**src/hdl/dcd_pkg.sv**
```systemverilog
// Shared types, codes and constants of the debounced door controller.
// Used by dcd_debounce, dcd_fsm and door_controller_with_debounce; no dependencies.
package dcd_pkg;

    localparam int NumInputs  = 5;
    localparam int CountW     = 8;
    localparam int StateCodeW = 4;
    localparam int MotorW     = 2;
    localparam int CfgIndexW  = 1;
    localparam int InTdataW   = 8;
    localparam int OutTdataW  = 16;
    localparam int ResultW    = StateCodeW + 3 + MotorW;

    localparam logic [CountW-1:0] PressThresholdReset = 8'd30;
    localparam logic [CountW-1:0] DebounceLimitReset  = 8'd50;

    typedef enum logic [CfgIndexW-1:0] {
        CFG_PRESS_THRESHOLD = 1'b0,
        CFG_DEBOUNCE_LIMIT  = 1'b1
    } cfg_index_t;

    // One bit per input, open button in bit 0, emergency in bit 4.
    typedef struct packed {
        logic emergency;
        logic close_limit;
        logic open_limit;
        logic close_button;
        logic open_button;
    } press_t;

    typedef enum logic [8:0] {
        ST_LOCKED  = 9'b0_0000_0001,
        ST_ONE     = 9'b0_0000_0010,
        ST_TWO     = 9'b0_0000_0100,
        ST_THREE   = 9'b0_0000_1000,
        ST_IDLE    = 9'b0_0001_0000,
        ST_CLOSED  = 9'b0_0010_0000,
        ST_OPENING = 9'b0_0100_0000,
        ST_OPEN    = 9'b0_1000_0000,
        ST_CLOSING = 9'b1_0000_0000
    } door_state_t;

    localparam logic [StateCodeW-1:0] CODE_LOCKED  = 4'd0;
    localparam logic [StateCodeW-1:0] CODE_ONE     = 4'd1;
    localparam logic [StateCodeW-1:0] CODE_TWO     = 4'd2;
    localparam logic [StateCodeW-1:0] CODE_THREE   = 4'd3;
    localparam logic [StateCodeW-1:0] CODE_IDLE    = 4'd4;
    localparam logic [StateCodeW-1:0] CODE_CLOSED  = 4'd5;
    localparam logic [StateCodeW-1:0] CODE_OPENING = 4'd6;
    localparam logic [StateCodeW-1:0] CODE_OPEN    = 4'd7;
    localparam logic [StateCodeW-1:0] CODE_CLOSING = 4'd8;

    typedef enum logic [MotorW-1:0] {
        MOTOR_STOP  = 2'd0,
        MOTOR_OPEN  = 2'd1,
        MOTOR_CLOSE = 2'd2
    } motor_t;

    typedef struct packed {
        logic lock_lamp;
        logic close_lamp;
        logic open_lamp;
    } lamp_t;

    // Result fields, door state code in the lowest bits.
    typedef struct packed {
        logic [MotorW-1:0]     motor_command;
        logic                  lock_lamp;
        logic                  close_lamp;
        logic                  open_lamp;
        logic [StateCodeW-1:0] door_state_code;
    } result_t;

    function automatic logic [StateCodeW-1:0] state_code(door_state_t s);
        logic [StateCodeW-1:0] code;
        unique case (s)
            ST_LOCKED:  code = CODE_LOCKED;
            ST_ONE:     code = CODE_ONE;
            ST_TWO:     code = CODE_TWO;
            ST_THREE:   code = CODE_THREE;
            ST_IDLE:    code = CODE_IDLE;
            ST_CLOSED:  code = CODE_CLOSED;
            ST_OPENING: code = CODE_OPENING;
            ST_OPEN:    code = CODE_OPEN;
            ST_CLOSING: code = CODE_CLOSING;
            default:    code = CODE_LOCKED;
        endcase
        return code;
    endfunction

endpackage

```
**src/hdl/dcd_debounce.sv**
```systemverilog
// Five saturating debounce counters and the pressed decision per input.
// Depends on dcd_pkg.
module dcd_debounce (
    input  logic                          aclk,
    input  logic                          aresetn,
    input  logic                          advance,
    input  dcd_pkg::press_t               levels,
    input  logic [dcd_pkg::CountW-1:0]    press_threshold,
    input  logic [dcd_pkg::CountW-1:0]    debounce_limit,
    output dcd_pkg::press_t               pressed
);
    import dcd_pkg::*;

    logic [CountW-1:0]    cnt_reg  [NumInputs];
    logic [CountW-1:0]    cnt_next [NumInputs];
    logic [NumInputs-1:0] lvl;
    logic [NumInputs-1:0] press_v;

    assign lvl     = levels;
    assign pressed = press_t'(press_v);

    // Counters rise while the level is low (clamped to the ceiling) and fall while high.
    always_comb begin
        for (int i = 0; i < NumInputs; i++) begin
            if (!lvl[i]) begin
                if (cnt_reg[i] >= debounce_limit) begin
                    cnt_next[i] = debounce_limit;
                end else begin
                    cnt_next[i] = CountW'(cnt_reg[i] + 1'b1);
                end
            end else if (cnt_reg[i] != '0) begin
                cnt_next[i] = CountW'(cnt_reg[i] - 1'b1);
            end else begin
                cnt_next[i] = cnt_reg[i];
            end
            press_v[i] = !lvl[i] && (cnt_next[i] > press_threshold);
        end
    end

    always_ff @(posedge aclk) begin
        if (!aresetn) begin
            for (int i = 0; i < NumInputs; i++) begin
                cnt_reg[i] <= '0;
            end
        end else if (advance) begin
            for (int i = 0; i < NumInputs; i++) begin
                cnt_reg[i] <= cnt_next[i];
            end
        end
    end

    for (genvar g = 0; g < NumInputs; g++) begin : g_chk
        a_low_bounded: assert property (@(posedge aclk) disable iff (!aresetn)
            advance && !lvl[g] |=> cnt_reg[g] <= $past(debounce_limit))
            else $error("debounce counter rose above the ceiling");
    end

endmodule

```
**src/hdl/dcd_fsm.sv**
```systemverilog
// Door state machine: unlock sequence and door movement, lamps and motor drive.
// Depends on dcd_pkg.
module dcd_fsm (
    input  logic              aclk,
    input  logic              aresetn,
    input  logic              advance,
    input  dcd_pkg::press_t   pressed,
    output dcd_pkg::result_t  step_result
);
    import dcd_pkg::*;

    door_state_t state_reg, state_next;
    lamp_t       lamp_reg, lamp_next;
    motor_t      motor_reg, motor_next;

    // Checks within a state are in order; a later one overrides an earlier one.
    always_comb begin
        state_next = state_reg;
        lamp_next  = lamp_reg;
        motor_next = motor_reg;
        unique case (state_reg)
            ST_LOCKED: begin
                lamp_next  = '{lock_lamp: 1'b1, close_lamp: 1'b1, open_lamp: 1'b1};
                motor_next = MOTOR_STOP;
                if (pressed.open_button) state_next = ST_ONE;
            end
            ST_ONE: begin
                lamp_next = '{lock_lamp: 1'b0, close_lamp: 1'b0, open_lamp: 1'b1};
                if (pressed.close_button) state_next = ST_TWO;
            end
            ST_TWO: begin
                lamp_next = '{lock_lamp: 1'b0, close_lamp: 1'b1, open_lamp: 1'b0};
                if (pressed.open_button) state_next = ST_THREE;
            end
            ST_THREE: begin
                lamp_next = '{lock_lamp: 1'b1, close_lamp: 1'b0, open_lamp: 1'b0};
                if (pressed.emergency) state_next = ST_IDLE;
            end
            ST_IDLE: begin
                lamp_next = '{lock_lamp: 1'b1, close_lamp: 1'b0, open_lamp: 1'b1};
                if (pressed.open_limit)  state_next = ST_OPEN;
                if (pressed.close_limit) state_next = ST_CLOSED;
                if (pressed.open_button) state_next = ST_OPENING;
                if (pressed.close_button) begin
                    lamp_next.open_lamp = 1'b0;
                    state_next          = ST_CLOSING;
                end
            end
            ST_CLOSED: begin
                lamp_next = '{lock_lamp: 1'b0, close_lamp: 1'b1, open_lamp: 1'b0};
                if (pressed.open_button) begin
                    lamp_next.close_lamp = 1'b0;
                    state_next           = ST_OPENING;
                end
                if (pressed.emergency) state_next = ST_LOCKED;
            end
            ST_OPENING: begin
                motor_next = MOTOR_OPEN;
                if (pressed.emergency)    state_next = ST_LOCKED;
                if (pressed.close_button) state_next = ST_CLOSING;
                if (pressed.open_limit) begin
                    motor_next = MOTOR_STOP;
                    state_next = ST_OPEN;
                end
            end
            ST_OPEN: begin
                lamp_next = '{lock_lamp: 1'b0, close_lamp: 1'b0, open_lamp: 1'b1};
                if (pressed.close_button) begin
                    lamp_next.open_lamp = 1'b0;
                    state_next          = ST_CLOSING;
                end
                if (pressed.emergency) state_next = ST_LOCKED;
            end
            ST_CLOSING: begin
                motor_next = MOTOR_CLOSE;
                if (pressed.emergency)   state_next = ST_LOCKED;
                if (pressed.open_button) state_next = ST_OPENING;
                if (pressed.close_limit) begin
                    motor_next = MOTOR_STOP;
                    state_next = ST_CLOSED;
                end
            end
            default: begin
                state_next = state_reg;
            end
        endcase
    end

    always_ff @(posedge aclk) begin
        if (!aresetn) begin
            state_reg <= ST_LOCKED;
            lamp_reg  <= '0;
            motor_reg <= MOTOR_STOP;
        end else if (advance) begin
            state_reg <= state_next;
            lamp_reg  <= lamp_next;
            motor_reg <= motor_next;
        end
    end

    assign step_result.door_state_code = state_code(state_next);
    assign step_result.open_lamp       = lamp_next.open_lamp;
    assign step_result.close_lamp      = lamp_next.close_lamp;
    assign step_result.lock_lamp       = lamp_next.lock_lamp;
    assign step_result.motor_command   = motor_next;

    a_locked_stops: assert property (@(posedge aclk) disable iff (!aresetn)
        advance && state_reg == ST_LOCKED |=> motor_reg == MOTOR_STOP)
        else $error("motor still driven after a locked step");

    a_motor_dir: assert property (@(posedge aclk) disable iff (!aresetn)
        advance && motor_next == MOTOR_CLOSE |->
        state_next == ST_CLOSING || state_next == ST_LOCKED || state_next == ST_OPENING
        || state_reg != ST_CLOSING)
        else $error("closing drive left on in an unexpected state");

endmodule

```
**src/hdl/door_controller_with_debounce.sv**
```systemverilog
// Top level of the debounced door controller: stream channels, configuration and pipeline.
// Depends on dcd_pkg, dcd_debounce and dcd_fsm.
//
// Usage. Each request on the s_ channel is one debounce tick carrying five active-low
// levels (open button, close button, open limit, close limit, emergency). Every request
// produces exactly one result request on the m_ channel: the door state code after the
// tick, the three indicator lamps and the motor command.
// The configuration channel writes the press threshold (index 0) and the debounce
// ceiling (index 1); it is always ready and should only be used while the block is idle.
// Path: an accepted tick is registered in the input register, then processed through the
// debounce counters and state machine into the output register, which drives m_tvalid.
// Throughput is one tick per cycle while the receiver does not stall; the loop through
// the debounce counters and the state register sets that figure.
// Reset (aresetn low, synchronous) clears the counters, restores the default threshold
// of 30 and ceiling of 50, puts the door in the locked state with lamps off and the
// motor stopped, and empties both pipeline stages.
// When the receiver stalls, the result holds on m_tdata and one further tick can still be
// taken into the input register; s_tready falls only when both stages are full.
module door_controller_with_debounce (
    input  logic                              aclk,
    input  logic                              aresetn,
    input  logic                              s_tvalid,
    output logic                              s_tready,
    // bit 0 open_button_level, 1 close_button_level, 2 open_limit_level,
    // 3 close_limit_level, 4 emergency_level, 7:5 zero
    input  logic [dcd_pkg::InTdataW-1:0]      s_tdata,
    output logic                              m_tvalid,
    input  logic                              m_tready,
    // bits 3:0 door_state_code, 4 open_lamp, 5 close_lamp, 6 lock_lamp,
    // 8:7 motor_command, 15:9 zero
    output logic [dcd_pkg::OutTdataW-1:0]     m_tdata,
    input  logic                              cfg_valid,
    output logic                              cfg_ready,
    input  logic [dcd_pkg::CfgIndexW-1:0]     cfg_index,
    input  logic [dcd_pkg::CountW-1:0]        cfg_data
);
    import dcd_pkg::*;

    logic              in_valid_reg;
    press_t            in_level_reg;
    logic              out_valid_reg;
    result_t           out_data_reg;
    logic [CountW-1:0] threshold_reg;
    logic [CountW-1:0] limit_reg;
    logic              advance;
    press_t            pressed;
    result_t           step_result;

    // The processing stage moves on whenever it holds a tick and the output register is empty or being emptied.
    assign advance   = in_valid_reg && (!out_valid_reg || m_tready);
    assign s_tready  = !in_valid_reg || !out_valid_reg || m_tready;
    assign cfg_ready = 1'b1;
    assign m_tvalid  = out_valid_reg;
    assign m_tdata   = {{(OutTdataW - ResultW){1'b0}}, out_data_reg};

    always_ff @(posedge aclk) begin
        if (!aresetn) begin
            threshold_reg <= PressThresholdReset;
            limit_reg     <= DebounceLimitReset;
        end else if (cfg_valid) begin
            unique case (cfg_index_t'(cfg_index))
                CFG_PRESS_THRESHOLD: threshold_reg <= cfg_data;
                CFG_DEBOUNCE_LIMIT:  limit_reg     <= cfg_data;
                default:             threshold_reg <= threshold_reg;
            endcase
        end
    end

    // Input register: taken whenever it is free or its tick moves on this cycle.
    always_ff @(posedge aclk) begin
        if (!aresetn) begin
            in_valid_reg <= 1'b0;
        end else if (s_tready) begin
            in_valid_reg <= s_tvalid;
        end
    end

    always_ff @(posedge aclk) begin
        if (s_tvalid && s_tready) begin
            in_level_reg <= press_t'(s_tdata[NumInputs-1:0]);
        end
    end

    // Output register.
    always_ff @(posedge aclk) begin
        if (!aresetn) begin
            out_valid_reg <= 1'b0;
        end else if (advance) begin
            out_valid_reg <= 1'b1;
        end else if (m_tready) begin
            out_valid_reg <= 1'b0;
        end
    end

    always_ff @(posedge aclk) begin
        if (advance) begin
            out_data_reg <= step_result;
        end
    end

    dcd_debounce u_debounce (
        .aclk            (aclk),
        .aresetn         (aresetn),
        .advance         (advance),
        .levels          (in_level_reg),
        .press_threshold (threshold_reg),
        .debounce_limit  (limit_reg),
        .pressed         (pressed)
    );

    dcd_fsm u_fsm (
        .aclk        (aclk),
        .aresetn     (aresetn),
        .advance     (advance),
        .pressed     (pressed),
        .step_result (step_result)
    );

    a_no_drop: assert property (@(posedge aclk) disable iff (!aresetn)
        in_valid_reg && !advance |=> in_valid_reg && $stable(in_level_reg))
        else $error("held tick lost from the input register");

endmodule
```
**config.mk**
```make
export PLATFORM = sky130hd
export DESIGN_NAME = door_controller_with_debounce
export DESIGN_NICKNAME = d
export VERILOG_FILES = /design/src/hdl/dcd_pkg.sv /design/src/hdl/dcd_debounce.sv /design/src/hdl/dcd_fsm.sv /design/src/hdl/door_controller_with_debounce.sv
export SDC_FILE = /design/constraint.sdc
export NUM_CORES = 1
export LEC_CHECK = 0
export BUFFER_PORTS_ARGS = -buffer_cell sky130_fd_sc_hd__buf_2
export CAP_MARGIN = 20
export CORE_MARGIN = 3
export CORE_UTILIZATION = 50
export DETAILED_ROUTE_END_ITERATION = 10
export GPL_ROUTABILITY_DRIVEN = 0
export PLACE_DENSITY = 0.67
export SLEW_MARGIN = 5
export SYNTH_ARGS = -nofsm -noshare
export SYNTH_HDL_FRONTEND = slang
export SYNTH_SLANG_ARGS = --single-unit
```
**constraint.sdc**
```tcl
create_clock -name aclk -period 4.62 [get_ports aclk]
set_input_delay 0.924 -clock aclk [delete_from_list [all_inputs] [get_ports aclk]]
set_output_delay 0.924 -clock aclk [all_outputs]
set_load 0.03 [all_outputs]
```
# Word level (Yosys, flattened, before mapping)
# Memory sizes are Yosys's and may differ from the RTL's.
# Index checks and enable logic that the tools add are counted.
# W data, S select, Z words.
# totals
word_cells	139
mem_count	1
mem_bits_rw	40
reg_bits	46
# mem_list
memory	words	word_bits	rd	rd_ports_with_merged_regs	write_ports	line_no	source
u_debounce.cnt_reg	5	8	5	0	5	dcd_debounce.sv:14	logic [CountW-1:0] cnt_reg [NumInputs];
# op_classes
n_eq_ne	17
bitwise_logic	6
n_lt_le_gt_ge	10
addsub	10
n_reduce_logical	25
muxes	51
# ops
op	count
$mux W8	20
$mux W9	17
$pmux W9 S9	1
$add A8 B1 Y8 const B	5
$ge A8 B8 Y1	5
$gt A8 B8 Y1	5
$reduce_bool A8 Y1	5
$sub A8 B1 Y8 const B	5
$pmux W4 S8	1
$pmux W3 S7	1
$eq A9 B2 Y1 const B	2
$eq A9 B3 Y1 const B	2
$eq A9 B4 Y1 const B	2
$eq A9 B5 Y1 const B	2
$eq A9 B6 Y1 const B	2
$eq A9 B7 Y1 const B	2
$eq A9 B8 Y1 const B	2
$eq A9 B9 Y1 const B	2
$eq A9 B1 Y1 const B	1
$mux W1	9
$logic_and A1 B1 Y1	7
$logic_not A1 Y1	7
$pmux W2 S3	1
$or A1 B1 Y1	5
5 further kinds	8

# Longest topological paths before layout
# Gate-level depths: netlist of the first run.
# An unclocked memory read counts as a cell.
# depth
ltp_word	13
ltp_mapped	25
depth_no_buf	22

# By module
# Synthesis of the first run repeated with hierarchy kept, for this count alone.
# unflattened
cells_unflattened	967
hier_area_um2	8500.7
# by_module_without_submodules
module	cells_each	area_per_inst_um2	instances
dcd_debounce	682	5813.1	1
dcd_fsm	181	1427.6	1
door_controller_with_debounce	104	1260.0	1

# Least setup slack after synthesis of the first run
# OpenSTA, ideal clock, no wires.
# synth_path
kind	flip-flop to flip-flop
from	mem u_debounce.cnt_reg[1][0], in the netlist u_debounce.cnt_reg[0][8]
to	reg out_data_reg (netlist bit m_tdata[2]), data pin
path_slack_ps	-379
required_time_ps	4462
path_stages_with_launch	26
setup_time_ps	158
arrival_ps	4841
cell_sequence	edfxtp_1 inv_1 ha_1 nand2b_1 a21o_1 a21o_1 a21oi_1 nor2b_1 o21ai_0 a211o_1 clkbuf_1 mux2_2 o22ai_1 ha_1 o21a_1 a21oi_1 nand3_1 and3_1 clkbuf_1 nor3_4 o211ai_2 and4_4 buf_6 or2_0 a211o_1 a211oi_2
# synth_lines
element	line_no	source
from (decl)	dcd_debounce.sv:14	
to (signal assigned)	door_controller_with_debounce.sv:97	out_data_reg <= step_result;
to (decl)	door_controller_with_debounce.sv:42	result_t out_data_reg;

==> results of run 1 <==
what timing repair did:
item,4_1_cts,5_1_grt
buffers inserted,53,10
gates resized for setup,92,63
setup endpoints to repair,12,14
pin swaps,75,49
synthesized netlist by cell type, drive strengths merged, types with 2 or more instances:
cell and instances:
o22ai 19, and2 5, nor3b 7, mux2i 48, a21oi 35, nand3 39, or3 4, xnor2 39
xor2 28, a31oi 4, inv 34, or2 6, nor3 26, a211oi 3, dfxtp 32, nor4 9
nor2 57, ha 95, clkbuf 43, nor4b 3, o211ai 17, nand2b 15, a21boi 13, buf 11
a32oi 4, nor2b 44, and4 5, o21a 4, o31ai 5, mux2 5, o211a 8, and3 12
nand3b 8, nand4 11, o21ai 29, o221ai 2, or4 3, nand2 94, a21o 13, a211o 7
conb 2, edfxtp 54
per-stage QoR:
stage / setup slack, ps / TNS (ps) / cells / util
final: -160.1 / -563.9 / 1292 / 0.6745
after detailed placement: -441.0 / -2782 / 1213 / 0.5810
after floorplan: -95.67 / -95.67 / 917 / -
after global routing: -319.7 / -1649 / 1292 / 0.6745
after global placement: -395.7 / -2246 / 1213 / 0.5810
after CTS: -72.78 / -234.3 / 1282 / 0.6489
placed cells by master, fill, tap and decap left out, types with 24 or more instances in the layout:
master | netlist | layout
sky130_fd_sc_hd__nand3_1 | 39 | 35
sky130_fd_sc_hd__edfxtp_1 | 54 | 54
sky130_fd_sc_hd__ha_1 | 95 | 87
sky130_fd_sc_hd__inv_1 | 34 | 28
sky130_fd_sc_hd__nor2_1 | 57 | 49
sky130_fd_sc_hd__mux2i_1 | 48 | 43
sky130_fd_sc_hd__a21oi_1 | 35 | 24
sky130_fd_sc_hd__buf_6 | 2 | 28
sky130_fd_sc_hd__buf_2 | 0 | 29
sky130_fd_sc_hd__xnor2_1 | 39 | 39
sky130_fd_sc_hd__buf_4 | 9 | 144
sky130_fd_sc_hd__nor2b_1 | 44 | 43
sky130_fd_sc_hd__dfxtp_1 | 32 | 30
sky130_fd_sc_hd__nand2_1 | 94 | 92
sky130_fd_sc_hd__xor2_1 | 28 | 28
cell type report:
| class | instances | area share |
|---|---|---|
| Clock inverter | 4 | 0.002896 |
| Timing Repair Buffer | 202 | 0.1506 |
| Clock buffer | 12 | 0.02378 |
| Tap cell | 211 | 0.02546 |
| Sequential cell | 86 | 0.2187 |
| Multi-Input combinational cell | 742 | 0.5657 |
| Inverter | 35 | 0.01291 |
worst max-delay path: stages, from the launching register on:
cell and delay, ps:
sky130_fd_sc_hd__dfxtp_4 370, sky130_fd_sc_hd__buf_6 130, sky130_fd_sc_hd__ha_4 220, sky130_fd_sc_hd__nand2b_4 130
sky130_fd_sc_hd__a21o_1 160, sky130_fd_sc_hd__a21o_1 160, sky130_fd_sc_hd__a21oi_2 120, sky130_fd_sc_hd__nor2b_1 50
sky130_fd_sc_hd__o21ai_1 140, sky130_fd_sc_hd__a211o_2 230, sky130_fd_sc_hd__mux2i_1 250, sky130_fd_sc_hd__o22ai_1 130
sky130_fd_sc_hd__ha_1 320, sky130_fd_sc_hd__nand4_1 150, sky130_fd_sc_hd__nand3b_1 200, sky130_fd_sc_hd__a21o_1 190
sky130_fd_sc_hd__and2_4 160, sky130_fd_sc_hd__a211o_1 300, sky130_fd_sc_hd__or3_1 380, sky130_fd_sc_hd__a21o_1 240
sky130_fd_sc_hd__nor2_2 150, sky130_fd_sc_hd__nand4_1 150, sky130_fd_sc_hd__o31ai_1 260
path summary, 6_finish.rpt:
kind                            to  slack (ps)  depth (start not counted)
setup reg to reg        m_tdata[0]        -160                         22
setup / recovery        m_tdata[0]        -160                         22
hold / removal    threshold_reg[5]         460                          2
hold reg to reg   threshold_reg[5]         460                          2
power groups by stage:
stage | Combinational [mW] | Clock (mW) | Sequential [mW]
6_report | 1.34 | 0.725 | 0.932
5_1_grt | 1.44 | 0.756 | 0.939
4_1_cts | 1.19 | 0.724 | 0.929
3_5_place_dp | 0.994 | 0 | 0.944
3_3_place_gp | 0.975 | 0 | 0.942
2_1_floorplan | 0.665 | 0 | 0.939
layer usage:
layer  up-vias  global-route usage  share of wire
met2       326              0.4653           0.47
met5         -                   0              0
met4         0              0.1459          0.049
met3        87             0.04427          0.067
met1      3618              0.3322           0.41
li1       3603                   -              -
cells by family after synthesis:
family | share of synthesized area
simple gates | 0.2301
compound gates | 0.1428
fa+ha+maj | 0.1501
buf+inv | 0.04850
flops | 0.2857
xor+xnor | 0.07410
mux | 0.06778
other cells | 0.0009484
==> Flow_metrics.wiki, run 1 <==
{| class="wikitable"
! Metric !! Value
|-
| Combined area of the multi-input logic cells || 5864 um^2
|-
| Top-area cell type share of the netlist area || 0.2048
|-
| Area of all sequential standard cells || 2267 um^2
|-
| Tightest slew margin relative to the limit || 0.4859
|-
| Effective utilization at floorplan || 0.5152
|-
| Ports placed on the boundary || 41
|-
| Clock-pin slew on the worst setup and hold paths || 70 ps
|-
| Die area || 17380 um^2
|-
| Drt first-iter violations || 611
|-
| CTS H-tree lvls || 3
|-
| Reg-to-reg critical path startpoint || limit_reg[0]
|-
| Yosys warns || 0
|-
| Detailed Place HPWL || 16490 um
|-
| N_diodes || 0
|-
| Total CTS buffers || 9
|-
| Number of detailed-route iterations in the first pass || 6
|-
| Clock tree from TritonCTS || done
|-
| Global Route Usage Sum || 0.2733
|-
| Number of inserted filler cells in the final layout || 1221
|-
| Number of buffers inserted by port buffering || 29
|-
| Dominant synthesized flop cell || sky130_fd_sc_hd__edfxtp_1
|-
| Buffer type at the clock tree root || sky130_fd_sc_hd__clkbuf_16
|-
| Element type at the critical path start || register
|-
| Max Clk Rate || 209.2 MHz
|-
| Final hold vios || 0
|-
| Hold_buf cts || 0
|-
| Maximum net fanout on the critical path || 5
|-
| DRC || 0
|-
| TritonCTS sink count || 86
|-
| Final Cell Area || 10370 um^2
|-
| Instance area at placement || 8930 um^2
|-
| Post-synthesis cell count || 911
|-
| Area Overhead vs Synth || 30.92%
|-
| Internal || 1.913 mW
|-
| Leading area contributor after synthesis || sky130_fd_sc_hd__edfxtp_1
|-
| Power density over the cells || 288.6 nW/um^2
|-
| Max Clock Skew || 12.38 ps
|-
| WS Path Type || reg2reg
|-
| Outcome || finished, violations left
|-
| Hold WC Path Type || reg2reg
|-
| Max FFs per register || 40
|-
| Via total after detailed routing || 7634
|-
| Tmin final || 4780 ps
|-
| Post-layout worst setup margin || -160.1 ps
|-
| Startpoint of the most critical setup path || limit_reg[0]
|-
| Clock insertion delay at the later pin of the skew report || 360 ps
|-
| WP data arrival || 4960 ps
|-
| Number of synthesized flops with an enable pin || 54
|-
| Initial antenna violation count || 0
|-
| Actual slew at the worst max-slew pin || 760.4 ps
|-
| Max-cap violations || 0
|-
| Avg Synthesized Cell Area || 8.692 um^2
|-
| Fraction of the yosys area taken by sequential cells || 0.2857
|-
| Failing checks || negative setup slack
|-
| Switching Share || 0.3607
|-
| Total wire length || 24970 um
|-
| Crit. End Element || register
|-
| Worst hold path startpoint || threshold_reg[5]
|-
| Peak supply drop || 0.1864 mV
|-
| Total Nets Final || 1193
|-
| Cell Area, Synth || 7919 um^2
|-
| Chip Height || 131.8 um
|-
| Antenna viol nets, final || 0
|-
| Sequential cell fraction of total power || 0.311
|-
| Max Transition Viols Final || 0
|-
| Overflow left after global routing || 0
|-
| Required time of the worst setup path || 4800 ps
|-
| Fraction of final layout cells with drive strength greater than 1 || 0.2988
|-
| Standard-cell row count || 45
|-
| Sw Pwr || 1.079 mW
|-
| Number of buffers on the longest clock path || 2
|-
| Detailed-route wire length per cell || 19.33 um
|-
| Part of the total power dissipated in combinational logic || 0.446
|-
| Clock Power Share || 0.242
|-
| Post-synthesis sequential element count || 86
|-
| Smallest hold slack || 461.6 ps
|-
| First-pass GRT wire length || 37800 um
|-
| Maximum number of pins on one net before global-route repair || 41
|-
| Vias in the first global route || 7307
|-
| Period utilisation layout || 1.035
|-
| Placeable core region || 15370 um^2
|-
| LEAKAGE || 4.618 nW
|-
| Cell types with the largest area share after synthesis || sky130_fd_sc_hd__edfxtp_1, sky130_fd_sc_hd__ha_1, sky130_fd_sc_hd__dfxtp_1
|-
| Number of distinct library cells after synthesis || 63
|-
| Number of endpoints failing setup at the final stage || 6
|-
| Overall power || 2.992 mW
|-
| Horizontal extent of the die || 131.8 um
|-
| Fraction of synthesis flops using an asynchronous set or reset pin || 0
|-
| Per-cell via count in the routed design || 5.909
|-
| Unrepaired setup endpoints after global routing || true
|}
(Power assumes the default switching activity.)
==> inputs of run 2 (changes only) <==
--- a/config.mk
+++ b/config.mk
@@ -8,10 +8,10 @@
 export BUFFER_PORTS_ARGS = -buffer_cell sky130_fd_sc_hd__buf_2
 export CAP_MARGIN = 20
 export CORE_MARGIN = 3
-export CORE_UTILIZATION = 50
+export CORE_UTILIZATION = 55
 export DETAILED_ROUTE_END_ITERATION = 10
 export GPL_ROUTABILITY_DRIVEN = 0
-export PLACE_DENSITY = 0.67
+export PLACE_DENSITY = 0.73
 export SLEW_MARGIN = 5
 export SYNTH_ARGS = -nofsm -noshare
 export SYNTH_HDL_FRONTEND = slang
==> Flow_metrics.wiki, run 2 (synthesized netlist as in run 1, its figures left out) <==
{| class="wikitable"
! Metric !! Value
|-
| Maximum number of pins on one net before global-route repair || 41
|-
| WS Path Type || reg2reg
|-
| Unrepaired setup endpoints after global routing || true
|-
| Area Overhead vs Synth || 28.66%
|-
| Pre-CTS WS || -400.5 ps
|-
| Horizontal extent of the die || 126.0 um
|-
| TritonCTS sink count || 86
|-
| Per-cell via count in the routed design || 6.133
|-
| Reg-to-reg critical path startpoint || limit_reg[0]
|-
| Leading cell types in the layout, fill and taps excluded || sky130_fd_sc_hd__buf_4, sky130_fd_sc_hd__nand2_1, sky130_fd_sc_hd__ha_1, sky130_fd_sc_hd__edfxtp_1, sky130_fd_sc_hd__nor2_1
|-
| Switching Share || 0.3628
|-
| Die area || 15870 um^2
|-
| Instance area at placement || 8976 um^2
|-
| Peak supply drop || 0.2915 mV
|-
| Drt first-iter violations || 682
|-
| Internal || 1.870 mW
|-
| LEAKAGE || 4.508 nW
|-
| Hold WC Path Type || reg2reg
|-
| Detailed-route wire length per cell || 20.04 um
|-
| Total Nets Final || 1177
|-
| N_diodes || 0
|-
| CTS H-tree lvls || 3
|-
| WP data arrival || 5100 ps
|-
| Ports placed on the boundary || 41
|-
| Final Cell Area || 10190 um^2
|-
| Actual slew at the worst max-slew pin || 823.1 ps
|-
| Number of buffers inserted by port buffering || 29
|-
| Final hold vios || 0
|-
| Max Clock Skew || 13.83 ps
|-
| Number of buffers on the longest clock path || 2
|-
| Number of placed cells counting well taps || 1190
|-
| Number of detailed-route iterations in the first pass || 6
|-
| Max-cap violations || 0
|-
| Worst hold path startpoint || threshold_reg[6]
|-
| Fraction of final layout cells with drive strength greater than 1 || 0.2892
|-
| Element type at the critical path start || register
|-
| Overall power || 2.935 mW
|-
| Clock Power Share || 0.244
|-
| Hold_buf cts || 0
|-
| R2R Path End || m_tdata[2]
|-
| Max Clk Rate || 204.1 MHz
|-
| Placeable core region || 13990 um^2
|-
| Setup TNS Final || -982.1 ps
|-
| Detailed Place HPWL || 16300 um
|-
| Most common cell after layout, fill and taps aside || sky130_fd_sc_hd__buf_4
|-
| Chip Height || 126.0 um
|-
| Total CTS buffers || 9
|-
| Post-layout worst setup margin || -280.5 ps
|-
| Max FFs per register || 40
|-
| Outcome || finished, violations left
|-
| Hold path depth || 2
|-
| Clock insertion delay at the later pin of the skew report || 370 ps
|-
| Number of endpoints failing setup at the final stage || 7
|-
| Number of inserted filler cells in the final layout || 999
|-
| Required time of the worst setup path || 4820 ps
|-
| Worst-case register-to-register setup slack || -280 ps
|-
| Period utilisation layout || 1.061
|-
| Buffer type at the clock tree root || sky130_fd_sc_hd__clkbuf_16
|-
| Total wire length || 24950 um
|-
| Standard-cell row count || 43
|-
| Effective utilization at floorplan || 0.5661
|-
| Vias in the first global route || 7352
|-
| Final instance count without filler cells || 1245
|-
| Global Route Usage Sum || 0.2945
|-
| Power density over the cells || 288.1 nW/um^2
|-
| Crit. End Element || register
|-
| DRC || 0
|-
| Part of the total power dissipated in combinational logic || 0.436
|-
| Clock-pin slew on the worst setup and hold paths || 60 ps
|-
| Tightest slew margin relative to the limit || 0.4501
|-
| Worst Hold End || threshold_reg[6]
|-
| Sw Pwr || 1.065 mW
|-
| Clock tree from TritonCTS || done
|-
| Sequential cell fraction of total power || 0.320
|-
| First-pass GRT wire length || 37150 um
|-
| Antenna viol nets, final || 0
|-
| Overflow left after global routing || 0
|-
| Failing checks || negative setup slack
|-
| Initial antenna violation count || 0
|-
| Length in cells of the worst reg-to-reg path || 25
|-
| Via total after detailed routing || 7636
|-
| Maximum net fanout on the critical path || 8
|-
| Tmin final || 4900 ps
|-
| Max Transition Viols Final || 0
|}
[run 2: changes by cell type in the layout (fill, tap and decap cells not counted), sizes merged]
cell	before	now
clkbuf	12	11
buf	202	186
inv	36	35
clkinv	2	4
[run 2: layout make-up]
class | instances | area (um^2) | area share
Multi-Input combinational cell | 742 | 5859 | 0.5751
Sequential cell | 86 | 2267 | 0.2225
Timing Repair Buffer | 186 | 1429 | 0.1402
Clock buffer | 11 | 242.7 | 0.02382
Tap cell | 180 | 225.2 | 0.02210
Inverter | 35 | 131.4 | 0.01289
Clock inverter | 5 | 33.78 | 0.003316
[run 2: layer usage]
layer	track usage	up-vias	part of all wire
met1	0.3675	3610	0.40
met2	0.4867	346	0.48
met3	0.05131	104	0.070
li1	-	3576	-
met5	0	-	0
met4	0.1565	0	0.057
[run 2: repair_timing]
action	in CTS	in global routing
gates resized for setup	81	57
endpoints found under the setup margin	12	13
hold endpoints to repair	0	0
buffers inserted	26	16
pin swaps	67	61
[run 2: how the worst max path moves through the flow]
stage / from / end / slack, ps
after floorplan: u_debounce.cnt_reg[0][8] / m_tdata[2] / -100
after global placement: limit_reg[0] / m_tdata[2] / -360
after detailed placement: limit_reg[0] / m_tdata[2] / -400
after CTS: u_debounce.cnt_reg[0][8] / m_tdata[2] / -60
after global routing: u_debounce.cnt_reg[0][24] / m_tdata[2] / -450
final: limit_reg[0] / m_tdata[2] / -280
[run 2: metrics by stage]
stage	util	hold slack (ps)
detailed placement	0.6417	458.5
CTS	0.6996	467.2
global placement	0.6417	449.6
floorplan	-	440.0
global route	0.7284	497.3
finish	0.7284	465.9
[run 2: worst max-delay path, stage by stage, from the launching register on]
cell	delay (ps)
sky130_fd_sc_hd__dfxtp_4	410
sky130_fd_sc_hd__ha_4	280
sky130_fd_sc_hd__nand2b_4	100
sky130_fd_sc_hd__a21o_1	110
sky130_fd_sc_hd__a21o_1	120
sky130_fd_sc_hd__a21oi_1	60
sky130_fd_sc_hd__nor2b_1	110
sky130_fd_sc_hd__o21ai_1	90
sky130_fd_sc_hd__a21oi_2	280
sky130_fd_sc_hd__buf_6	180
sky130_fd_sc_hd__mux2i_1	210
sky130_fd_sc_hd__mux2i_1	140
sky130_fd_sc_hd__ha_1	350
sky130_fd_sc_hd__nor2b_1	150
sky130_fd_sc_hd__o211ai_1	200
sky130_fd_sc_hd__nor4bb_4	490
sky130_fd_sc_hd__nor2_4	120
sky130_fd_sc_hd__buf_4	160
sky130_fd_sc_hd__buf_4	130
sky130_fd_sc_hd__nor2_1	100
sky130_fd_sc_hd__nand2_1	80
sky130_fd_sc_hd__o211ai_1	180
sky130_fd_sc_hd__buf_4	180
sky130_fd_sc_hd__xor2_1	150
sky130_fd_sc_hd__nand3_1	120
sky130_fd_sc_hd__a211oi_2	220
[run 2: power groups by stage]
stage,registers (mW),clock network [mW],logic (mW)
after global placement,0.945,0,0.976
after floorplan,0.939,0,0.665
final,0.938,0.717,1.28
after CTS,0.934,0.716,1.14
after global routing,0.945,0.746,1.38
after detailed placement,0.947,0,1.00
==> inputs of run 3 (changes only) <==
--- a/config.mk
+++ b/config.mk
@@ -11,7 +11,7 @@
 export CORE_UTILIZATION = 55
 export DETAILED_ROUTE_END_ITERATION = 10
 export GPL_ROUTABILITY_DRIVEN = 0
-export PLACE_DENSITY = 0.73
+export PLACE_DENSITY = 0.76
 export SLEW_MARGIN = 5
 export SYNTH_ARGS = -nofsm -noshare
 export SYNTH_HDL_FRONTEND = slang
==> Flow_metrics.wiki, run 3 (synthesized netlist as in run 1, its figures left out) <==
{| class="wikitable"
! Metric !! Value
|-
| Outcome || finished, violations left
|-
| Failing checks || negative setup slack
|-
| Period utilisation layout || 1.037
|-
| Clock insertion delay at the later pin of the skew report || 350 ps
|-
| Initial antenna violation count || 0
|-
| WP data arrival || 4980 ps
|-
| LEAKAGE || 4.317 nW
|-
| Per-cell via count in the routed design || 6.135
|-
| Hold WC Path Type || reg2reg
|-
| Antenna viol nets, final || 0
|-
| Power density over the cells || 297.9 nW/um^2
|-
| Sw Pwr || 1.008 mW
|-
| Vias in the first global route || 6921
|-
| Standard-cell row count || 43
|-
| Hold_buf cts || 0
|-
| Part of the total power dissipated in combinational logic || 0.396
|-
| Total Nets Final || 1138
|-
| WS Path Type || reg2reg
|-
| Crit-path max cell delay || 480 ps
|-
| Switching Share || 0.3469
|-
| Detailed Place HPWL || 15750 um
|-
| Max Clk Rate || 208.8 MHz
|-
| DRC || 0
|-
| Sequential cell fraction of total power || 0.323
|-
| Placeable core region || 13990 um^2
|-
| Final hold vios || 0
|-
| Drt first-iter violations || 871
|-
| Ports placed on the boundary || 41
|-
| Tightest slew margin relative to the limit || 0.2478
|-
| Most common cell after layout, fill and taps aside || sky130_fd_sc_hd__buf_4
|-
| Number of placed cells counting well taps || 1169
|-
| Max FFs per register || 40
|-
| Final instance count without filler cells || 1206
|-
| Effective utilization at floorplan || 0.5661
|-
| Overflow left after global routing || 0
|-
| Pre-CTS WS || -265.5 ps
|-
| Clock-pin slew on the worst setup and hold paths || 70 ps
|-
| Tmin final || 4789 ps
|-
| Unrepaired setup endpoints after global routing || true
|-
| Total wire length || 23060 um
|-
| Peak supply drop || 0.2226 mV
|-
| Crit. End Element || register
|-
| Clock Power Share || 0.282
|-
| Number of buffers inserted by port buffering || 29
|-
| First-pass GRT wire length || 35760 um
|-
| Critical Path Most Common Cell || sky130_fd_sc_hd__a21o_1
|-
| Leading cell types in the layout, fill and taps excluded || sky130_fd_sc_hd__buf_4, sky130_fd_sc_hd__nand2_1, sky130_fd_sc_hd__ha_1, sky130_fd_sc_hd__edfxtp_1, sky130_fd_sc_hd__nor2_1
|-
| Element type at the critical path start || register
|-
| Chip Height || 126.0 um
|-
| Total CTS buffers || 9
|-
| Slowest library cell on the worst path || sky130_fd_sc_hd__dfxtp_4
|-
| Die area || 15870 um^2
|-
| Area Overhead vs Synth || 23.13%
|-
| Required time of the worst setup path || 4810 ps
|-
| Met2 track utilization from global routing || 0.4823
|-
| Maximum number of pins on one net before global-route repair || 41
|-
| Actual slew at the worst max-slew pin || 1126 ps
|-
| Met1 track utilization from global routing || 0.3679
|-
| Detailed-route wire length per cell || 19.12 um
|-
| Max Transition Viols Final || 0
|-
| Met3 GRT Util || 0.04750
|-
| CTS H-tree lvls || 3
|-
| Crit-path cells || buf_6 > ha_4 > nand2b_1 > a21o_1 > a21o_1 > a21oi_2 > nor2b_1 > o21ai_2 > a21oi_4 > buf_6 > mux2i_4 > o2bb2ai_2 > ha_1 > nand4_1 > nand3b_1 > a21oi_2 > buf_4 > nor3_1 > a211o_1 > or3_1 > a21o_1 > nor2_2 > nand4_1 > o31ai_2
|-
| Most heavily used metal layer in global routing || met2
|-
| Horizontal extent of the die || 126.0 um
|-
| Post-layout worst setup margin || -168.8 ps
|-
| Via total after detailed routing || 7399
|-
| Number of detailed-route iterations in the first pass || 5
|-
| TritonCTS sink count || 86
|-
| Global Route Usage Sum || 0.2832
|-
| Max Clock Skew || 9.481 ps
|-
| Buffer type at the clock tree root || sky130_fd_sc_hd__clkbuf_16
|-
| Fraction of final layout cells with drive strength greater than 1 || 0.2456
|-
| Number of endpoints failing setup at the final stage || 4
|-
| N_diodes || 0
|-
| Maximum net fanout on the critical path || 7
|-
| Max-cap violations || 0
|-
| Internal || 1.897 mW
|-
| Clock tree from TritonCTS || done
|-
| Number of buffers on the longest clock path || 2
|}
## run 3: cell count changes in the layout (fill, tap and decap cells not counted), moves of 3 or more
cell                      previous run  this run
sky130_fd_sc_hd__o31ai_4             4         1
sky130_fd_sc_hd__ha_4                9         6
sky130_fd_sc_hd__buf_6              18        10
sky130_fd_sc_hd__nor2_1             50        53
sky130_fd_sc_hd__nor2_4              5         1
sky130_fd_sc_hd__ha_1               85        88
sky130_fd_sc_hd__buf_4             136       106
## run 3: path summary, 6_finish.rpt
| check | cells past startpoint | endpoint | slack (ps) | startpoint |
|---|---|---|---|---|
| min | 2 | u_fsm.lamp_reg[0] | 470 | u_fsm.lamp_reg[0] |
| max | 24 | m_tdata[0] | -170 | limit_reg[0] |
| max reg2reg | 24 | m_tdata[0] | -170 | limit_reg[0] |
| min reg2reg | 2 | u_fsm.lamp_reg[0] | 470 | u_fsm.lamp_reg[0] |
## run 3: worst max-delay path: cells and delay by family (launching register included)
family          cells  cell delay [ps]
mux                 1              170
flops               1              480
buf+inv             3              450
fa+ha+maj           2              470
simple gates        8             1210
compound gates     10             1830
## run 3: layout make-up
| cell class | count | area (um^2) |
|---|---|---|
| multi-input combinational | 742 | 5695 |
| fill | 1045 | 4238 |
| sequential | 86 | 2267 |
| timing repair buffer | 147 | 1101 |
| clock buffer | 9 | 225.2 |
| tap | 180 | 225.2 |
| inverter | 35 | 131.4 |
| clock inverter | 7 | 105.1 |
## run 3: power by group through the flow
| stage | Combinational (mW) | Sequential [mW] | Clock [mW] |
|---|---|---|---|
| global route | 1.25 | 0.944 | 0.857 |
| detailed placement | 0.968 | 0.947 | 0 |
| global placement | 0.944 | 0.945 | 0 |
| floorplan | 0.665 | 0.939 | 0 |
| finish | 1.15 | 0.937 | 0.818 |
| CTS | 1.06 | 0.934 | 0.826 |
## run 3: timing repair
item,4_1_cts,5_1_grt
endpoints found under the hold margin,0,0
gates resized for setup,62,40
endpoints found under the setup margin,10,13
pin swaps,54,42
gates cloned,0,0
buffers inserted,13,8
## run 3: per-stage QoR
step | cell area, um^2 | total power [mW] | hold slack (ps) | TNS [ps] | util
floorplan | 7951 | 1.604 | 440.0 | -95.67 | -
detailed placement | 8818 | 1.915 | 461.5 | -1032 | 0.6304
CTS | 9482 | 2.816 | 471.0 | -125.5 | 0.6778
global placement | 8818 | 1.889 | 451.1 | -830.6 | 0.6304
global route | 9751 | 3.052 | 504.5 | -1650 | 0.6970
finish | 9751 | 2.904 | 469.4 | -475.2 | 0.6970
## run 3: metal layers
metal | wire, um | up-vias
met5 | 0 | -
met4 | 688 | 0
met3 | 1718 | 66
met2 | 11290 | 334
met1 | 9364 | 3501
li1 | - | 3498
